**src/design/rgbhsv_pkg.sv**
```systemverilog
// ----------------------------------------------------------------------------
// RGB to HSV package
// Shared pixel and result types, fixed-point constants and stage structs.
// ----------------------------------------------------------------------------
package rgbhsv_pkg;

	localparam int CHAN_W   = 8;
	localparam int HUE_W    = 15;
	localparam int SAT_W    = 17;
	// quotient bits produced by each divider; saturation needs 17
	localparam int QUOT_W   = 17;
	// hue numerator: 3840 * t with t up to 6*255
	localparam int NUM_W    = 23;
	localparam int DIVD_W   = QUOT_W + CHAN_W;
	localparam int HUE_TURN = 23040;
	localparam int SAT_ONE  = 65536;

	typedef struct packed {
		logic [CHAN_W-1:0] red;
		logic [CHAN_W-1:0] green;
		logic [CHAN_W-1:0] blue;
	} pixel_t;

	typedef struct packed {
		logic [HUE_W-1:0]  hue;
		logic [SAT_W-1:0]  saturation;
		logic [CHAN_W-1:0] brightness;
	} hsv_t;

	// front stage result, feeds both dividers
	typedef struct packed {
		logic [NUM_W-1:0]  num;
		logic [CHAN_W-1:0] delta;
		logic [CHAN_W-1:0] max;
		logic              grey;
		logic              black;
	} front_t;

	// sideband that rides along the hue divider
	typedef struct packed {
		logic              grey;
		logic              black;
		logic [CHAN_W-1:0] max;
	} side_t;

endpackage

```
**src/design/rgbhsv_front.sv**
```systemverilog
// ----------------------------------------------------------------------------
// RGB to HSV front stage
// Finds max, min and delta, forms the hue numerator in 1/64 degree units.
// ----------------------------------------------------------------------------
module rgbhsv_front
	import rgbhsv_pkg::*;
(
	input  logic   clk,
	input  logic   arst_n,
	input  logic   in_vld,
	input  pixel_t pix,
	output logic   vld_s1,
	output front_t front_s1
);

	logic [CHAN_W-1:0] mx;
	logic [CHAN_W-1:0] mn;
	logic [CHAN_W-1:0] delta;
	logic [11:0]       d2;
	logic [11:0]       d4;
	logic [11:0]       d6;
	logic [11:0]       t;
	logic [10:0]       t11;
	logic [NUM_W-1:0]  num;

	always_comb begin
		mx = pix.red;
		if (pix.green > mx) mx = pix.green;
		if (pix.blue > mx) mx = pix.blue;
		mn = pix.red;
		if (pix.green < mn) mn = pix.green;
		if (pix.blue < mn) mn = pix.blue;
		delta = mx - mn;
	end

	// sextant offset in units of delta*60 degrees; sum is never negative
	always_comb begin
		d2 = {3'b000, delta, 1'b0};
		d4 = {2'b00, delta, 2'b00};
		d6 = d2 + d4;
		if (mx == pix.red) begin
			t = {4'h0, pix.green} - {4'h0, pix.blue};
			if (pix.green < pix.blue) t = t + d6;
		end else if (mx == pix.green) begin
			t = d2 + {4'h0, pix.blue} - {4'h0, pix.red};
		end else begin
			t = d4 + {4'h0, pix.red} - {4'h0, pix.green};
		end
		t11 = t[10:0];
		// times 3840 = 4096 - 256
		num = {t11, 12'h000} - {4'h0, t11, 8'h00};
	end

	always_ff @(posedge clk or negedge arst_n) begin
		if (!arst_n) begin
			vld_s1 <= 1'b0;
		end else begin
			vld_s1 <= in_vld;
		end
	end

	always_ff @(posedge clk) begin
		front_s1.num   <= num;
		front_s1.delta <= delta;
		front_s1.max   <= mx;
		front_s1.grey  <= (delta == '0);
		front_s1.black <= (mx == '0);
	end

endmodule

```
**src/design/rgbhsv_div.sv**
```systemverilog
// ----------------------------------------------------------------------------
// RGB to HSV pipelined divider
// Restoring division, one quotient bit per register stage.
// ----------------------------------------------------------------------------
module rgbhsv_div
	import rgbhsv_pkg::*;
#(
	parameter int QW  = QUOT_W,
	parameter int DVW = CHAN_W,
	parameter int TW  = 1
) (
	input  logic             clk,
	input  logic             arst_n,
	input  logic             in_vld,
	// dividend must be below divisor * 2**QW
	input  logic [QW+DVW-1:0] dividend,
	input  logic [DVW-1:0]   divisor,
	input  logic [TW-1:0]    in_tag,
	output logic             out_vld,
	output logic [QW-1:0]    quotient,
	output logic [TW-1:0]    out_tag
);

	// stage k holds the partial remainder and the dividend bits still to
	// shift in, with quotient bits filling from the bottom
	logic           vld_s [1:QW];
	logic [DVW-1:0] rem_s [1:QW];
	logic [QW-1:0]  rq_s  [1:QW];
	logic [DVW-1:0] dvs_s [1:QW];
	logic [TW-1:0]  tag_s [1:QW];

	for (genvar k = 0; k < QW; k++) begin : g_stage
		logic           src_vld;
		logic [DVW-1:0] src_rem;
		logic [QW-1:0]  src_rq;
		logic [DVW-1:0] src_dvs;
		logic [TW-1:0]  src_tag;
		logic [DVW:0]   trial;
		logic [DVW:0]   diff;
		logic           ge;

		if (k == 0) begin : g_first
			assign src_vld = in_vld;
			assign src_rem = dividend[QW+DVW-1:QW];
			assign src_rq  = dividend[QW-1:0];
			assign src_dvs = divisor;
			assign src_tag = in_tag;
		end else begin : g_next
			assign src_vld = vld_s[k];
			assign src_rem = rem_s[k];
			assign src_rq  = rq_s[k];
			assign src_dvs = dvs_s[k];
			assign src_tag = tag_s[k];
		end

		assign trial = {src_rem, src_rq[QW-1]};
		assign diff  = trial - {1'b0, src_dvs};
		assign ge    = (trial >= {1'b0, src_dvs});

		always_ff @(posedge clk or negedge arst_n) begin
			if (!arst_n) begin
				vld_s[k+1] <= 1'b0;
			end else begin
				vld_s[k+1] <= src_vld;
			end
		end

		always_ff @(posedge clk) begin
			rem_s[k+1] <= ge ? diff[DVW-1:0] : trial[DVW-1:0];
			rq_s[k+1]  <= {src_rq[QW-2:0], ge};
			dvs_s[k+1] <= src_dvs;
			tag_s[k+1] <= src_tag;
		end
	end

	assign out_vld  = vld_s[QW];
	assign quotient = rq_s[QW];
	assign out_tag  = tag_s[QW];

endmodule

```
**src/design/rgb_to_hsv_pixel_top.sv**
```systemverilog
// ----------------------------------------------------------------------------
// RGB to HSV pixel converter
// Converts one 8-bit RGB pixel per clock to hue, saturation and brightness.
// ----------------------------------------------------------------------------
// Usage:
//   Drive pixel and raise start for one cycle per request. busy is tied low:
//   a request is taken on every cycle that start is high, back to back.
//   Each request produces one result on hsv, marked by done for exactly one
//   cycle; the receiver must take it then, there is no back-pressure.
//   Path: 1 + QUOT_W = 18 register stages, the front stage and then QUOT_W
//   divider stages; done is the valid bit of the last divider stage.
//   Throughput: one pixel per clock, sustained.
//   The pipeline is one front stage (max/min/delta and the hue numerator)
//   followed by two parallel dividers, one quotient bit per stage:
//     hue        = 3840 * t / delta   (t = sextant offset + channel diff)
//     saturation = delta * 65536 / max
//   A grey pixel forces hue to 0, a black pixel forces saturation to 0.
//   Reset (arst_n low) clears every valid bit at once; requests in flight
//   are dropped and no result appears for them.
// ----------------------------------------------------------------------------
module rgb_to_hsv_pixel_top
	import rgbhsv_pkg::*;
(
	input  logic   clk,
	input  logic   arst_n,
	input  logic   start,
	output logic   busy,
	input  pixel_t pixel,
	output logic   done,
	output hsv_t   hsv
);

	localparam int SIDE_W = $bits(side_t);

	logic              accept;
	logic              vld_s1;
	front_t            front_s1;
	side_t             side_in;
	side_t             side_out;
	logic              hue_vld;
	logic              sat_vld;
	logic [QUOT_W-1:0] hue_q;
	logic [QUOT_W-1:0] sat_q;
	logic [SIDE_W-1:0] side_bits;
	logic              sat_black;

	// every stage advances each cycle, so the block never holds off a request
	assign busy   = 1'b0;
	assign accept = start & ~busy;

	rgbhsv_front u_front (
		.clk      (clk),
		.arst_n   (arst_n),
		.in_vld   (accept),
		.pix      (pixel),
		.vld_s1   (vld_s1),
		.front_s1 (front_s1)
	);

	assign side_in.grey  = front_s1.grey;
	assign side_in.black = front_s1.black;
	assign side_in.max   = front_s1.max;

	// hue: numerator < 23040 * delta, so the quotient fits well below 2**17
	rgbhsv_div #(
		.QW  (QUOT_W),
		.DVW (CHAN_W),
		.TW  (SIDE_W)
	) u_hue_div (
		.clk      (clk),
		.arst_n   (arst_n),
		.in_vld   (vld_s1),
		.dividend ({{(DIVD_W-NUM_W){1'b0}}, front_s1.num}),
		.divisor  (front_s1.delta),
		.in_tag   (side_in),
		.out_vld  (hue_vld),
		.quotient (hue_q),
		.out_tag  (side_bits)
	);

	// saturation: delta <= max, so the quotient is at most 65536
	rgbhsv_div #(
		.QW  (QUOT_W),
		.DVW (CHAN_W),
		.TW  (1)
	) u_sat_div (
		.clk      (clk),
		.arst_n   (arst_n),
		.in_vld   (vld_s1),
		.dividend ({1'b0, front_s1.delta, {(DIVD_W-CHAN_W-1){1'b0}}}),
		.divisor  (front_s1.max),
		.in_tag   (front_s1.black),
		.out_vld  (sat_vld),
		.quotient (sat_q),
		.out_tag  (sat_black)
	);

	assign side_out = side_t'(side_bits);

	// drop the quotient for the special cases: grey has no hue, black no
	// saturation (the divider saw a zero divisor there)
	assign done           = hue_vld;
	assign hsv.hue        = side_out.grey ? '0 : hue_q[HUE_W-1:0];
	assign hsv.saturation = sat_black ? '0 : sat_q[SAT_W-1:0];
	assign hsv.brightness = side_out.max;

	// both dividers run in lockstep
	a_div_lockstep: assert property (@(posedge clk) disable iff (!arst_n)
		hue_vld == sat_vld)
		else $error("hue and saturation dividers out of step");

	a_hue_range: assert property (@(posedge clk) disable iff (!arst_n)
		done |-> (hsv.hue < HUE_TURN))
		else $error("hue out of range");

	a_sat_range: assert property (@(posedge clk) disable iff (!arst_n)
		done |-> (hsv.saturation <= SAT_ONE))
		else $error("saturation out of range");

	a_black_sat: assert property (@(posedge clk) disable iff (!arst_n)
		(done && (hsv.brightness == '0)) |-> (hsv.saturation == '0))
		else $error("black pixel with nonzero saturation");

	a_tag_agree: assert property (@(posedge clk) disable iff (!arst_n)
		done |-> (sat_black == side_out.black))
		else $error("divider sideband mismatch");

endmodule

```
**config.mk**
```make
export PLATFORM = sky130hd
export DESIGN_NAME = rgb_to_hsv_pixel_top
export DESIGN_NICKNAME = d
export VERILOG_FILES = /design/src/design/rgbhsv_pkg.sv /design/src/design/rgbhsv_front.sv /design/src/design/rgbhsv_div.sv /design/src/design/rgb_to_hsv_pixel_top.sv
export SDC_FILE = /design/constraint.sdc
export NUM_CORES = 2
export LEC_CHECK = 0
export BUFFER_PORTS_ARGS = -buffer_cell sky130_fd_sc_hd__buf_2
export CAP_MARGIN = 10
export CORE_MARGIN = 5
export CORE_UTILIZATION = 30
export DETAILED_ROUTE_END_ITERATION = 16
export GPL_ROUTABILITY_DRIVEN = 0
export GPL_TIMING_DRIVEN = 0
export PLACE_DENSITY = 0.54
export REMOVE_ABC_BUFFERS = 1
export SLEW_MARGIN = 10
export SYNTH_ARGS = -nofsm -noshare
export SYNTH_HDL_FRONTEND = slang
export SYNTH_HIERARCHICAL = 1
export SYNTH_SLANG_ARGS = --single-unit
```
**constraint.sdc**
```tcl
create_clock -name clk -period 3 [get_ports clk]
set_input_delay 0.3 -clock clk [delete_from_list [all_inputs] [get_ports clk]]
set_output_delay 0.3 -clock clk [all_outputs]
set_load 0.01 [all_outputs]
```
==> metrics.txt <==
status finished with violations; violated checks negative setup slack; chip width 403 µm; min Tclk post-route 7.54 ns; die area 162000 µm²; CTS tree built; later-pin clock latency in the skew report 0.73 ns; maximum root-to-sink buffer count 3; Max-Cap Viols 0; Fillers 15000; clk sinks 1278; Worst Setup End Kind register; Cell Area, Placed 49100 µm²; layout cells sized above 1 0.194; # rows 144; DR iter-0 viols 1149; CP most frequent cell ha_4; Slew Limit Fails 0; DR WL/cell 12.8 µm; final instance area 56300 µm²; I/O Pins 69; Tcrit/Tclk final 2.51; Die H 403 µm; post-place setup slack -8.17 ns; H-tree Lvls 3; Hold Worst Slack 0.0696 ns; Req. time, crit path 3.67 ns; area of the core 154000 µm²; final antenna-violating net count 0; Final Net Count 4870; Yosys Warn Count 6; antenna violations before repair 1; slowest stage cell on the critical path fa_2; Least-Margin Pin Slew 1.13 ns; vias per inst 4.34; critical path arrival 8.21 ns; fmax 133 MHz; RSZ-0062 raised after global routing yes; placed instance count 6183; slowest cell delay on critical path 0.60 ns; Crit Path Max Fanout 5; Global Route Usage Sum 0.103; Slew headroom 0.238; cell count after synthesis 4088; vias in the first global route 29400; Setup CP Type in2reg; first-pass detailed-route iteration total 5; largest net degree at the start of global routing 21; worst min path class in2reg; Cell Area, Synth 46300 µm²; Starting Density 0.301; Fin. Hold Viols 0; Final Setup Violations 33; Worst Clk Skew 0.0760 ns; Area Growth Syn to Fin 21.6%; DP Wirelength 60200 µm; IO buf count 67; clock-pin slew on the worst setup and hold paths 0.07 ns; via count 28600; Final WS setup -4.54 ns; global-route wire length before repair 141000 µm; synthesized area per cell 11.3 µm²; final wirelength 84400 µm; CTS Buf Count 121; Clock Root Buffer clkbuf_16; DRC violations left 0; Layout Cells excl Fill 6576; gr ovfl total 0; CP Launch Type primary input
-- per-layer routing --
| metal | global-route usage | part of all wire | up-vias | wire (µm) |
|---|---|---|---|---|
| met5 | 0 | 0 | - | 0 |
| met1 | 0.121 | 0.43 | 13300 | 36600 |
| met2 | 0.184 | 0.49 | 447 | 41700 |
| met3 | 0.0173 | 0.040 | 187 | 3370 |
| met4 | 0.0427 | 0.032 | 0 | 2740 |
| li1 | - | - | 14700 | - |
-- final timing paths --
check,start,endpoint,slack [ns],depth (start not counted)
worst min register to register,u_hue_div/rq_s[0][196],u_hue_div/rq_s[0][214],0.27,0
worst min-delay path,pixel[3],u_front/front_s1[5],0.07,3
max in group asynchronous,arst_n,u_hue_div/g_stage[5].src_vld,1.77,3
worst max-delay path,pixel[13],u_front/front_s1[38],-4.54,36
min in group asynchronous,arst_n,u_hue_div/g_stage[12].src_vld,0.75,3
worst max register to register,u_hue_div/dvs_s[0][110],u_hue_div/rem_s[15][7],0.45,7
-- cell usage in the layout, fill, tap and decap left out, types with 21 or more instances in the layout --
| cell type | instances |
|---|---|
| buf_4 | 130 |
| fa_1 | 49 |
| clkinv_2 | 21 |
| a211oi_1 | 33 |
| o21a_1 | 52 |
| nor3_1 | 32 |
| xor2_1 | 51 |
| clkbuf_8 | 22 |
| nand2b_1 | 61 |
| ha_1 | 328 |
| a21o_1 | 71 |
| dfxtp_1 | 1259 |
| clkbuf_16 | 121 |
| mux2_2 | 130 |
| a21oi_2 | 31 |
| o21ai_0 | 205 |
| a21boi_0 | 30 |
| buf_6 | 36 |
| o211ai_1 | 22 |
| clkbuf_1 | 24 |
| and3_1 | 22 |
| xnor2_1 | 90 |
| nor2b_1 | 91 |
| nor2_1 | 133 |
| nand2_1 | 145 |
| o31a_1 | 26 |
| a21oi_1 | 150 |
| nand3_1 | 50 |
| mux2i_1 | 74 |
| inv_1 | 418 |
| conb_1 | 29 |
| ha_4 | 26 |
| buf_2 | 56 |
-- layout make-up --
class / count / area (µm²) / share of cell area
Antenna cell: 1 / 2.50 / 0.0000444
Inverter: 444 / 1690 / 0.0300
Clock buffer: 167 / 3420 / 0.0607
Timing Repair Buffer: 238 / 1940 / 0.0344
Multi-Input combinational cell: 2350 / 20300 / 0.361
Tap cell: 2044 / 2560 / 0.0454
Clock inverter: 54 / 728 / 0.0129
Sequential cell: 1278 / 25700 / 0.456
-- registers in the layout, summed over array words and instances (netlist names) --
name and flops:
u_sat_div/dvs_s 128, u_sat_div/tag_s 17, u_hue_div/tag_s 153, u_hue_div/dvs_s 128, u_hue_div/rem_s 128, u_sat_div/rem_s 128, u_hue_div/g_stage.src_vld 16, u_sat_div/rq_s 289
u_front/vld_s1 1, u_front/front_s1 33, u_hue_div/out_vld 1, u_hue_div/rq_s 256
-- worst max-delay path, delay by kind of cell --
kind                     cells  cell delay, ns
AND/OR/NAND/NOR              8            1.85
XOR/XNOR                     1            0.10
AO/OA/AOI/OAI               15            3.16
buffers and inverters        5            0.46
adder cells (fa/ha/maj)      6            2.05
multiplexers                 1            0.27
-- stage by stage --
step | setup TNS [ns] | util
after floorplan | -109.60 | -
after global placement | -164.03 | 0.319
after detailed placement | -164.81 | 0.319
after CTS | -67.84 | 0.363
after global routing | -76.09 | 0.366
final | -73.94 | 0.366
-- timing repair --
| item | 4_1_cts | 5_1_grt |
|---|---|---|
| hold buffers | 3 | 0 |
| setup buffers | 141 | 33 |
| gates resized for setup | 296 | 70 |
| hold endpoints to repair | 21 | 0 |
| pin swaps | 121 | 93 |
| setup endpoints to repair | 33 | 33 |
Power is left out: the tool's default activity adds up to more than one toggle a clock period on the data nets, which glitch-free logic cannot reach.
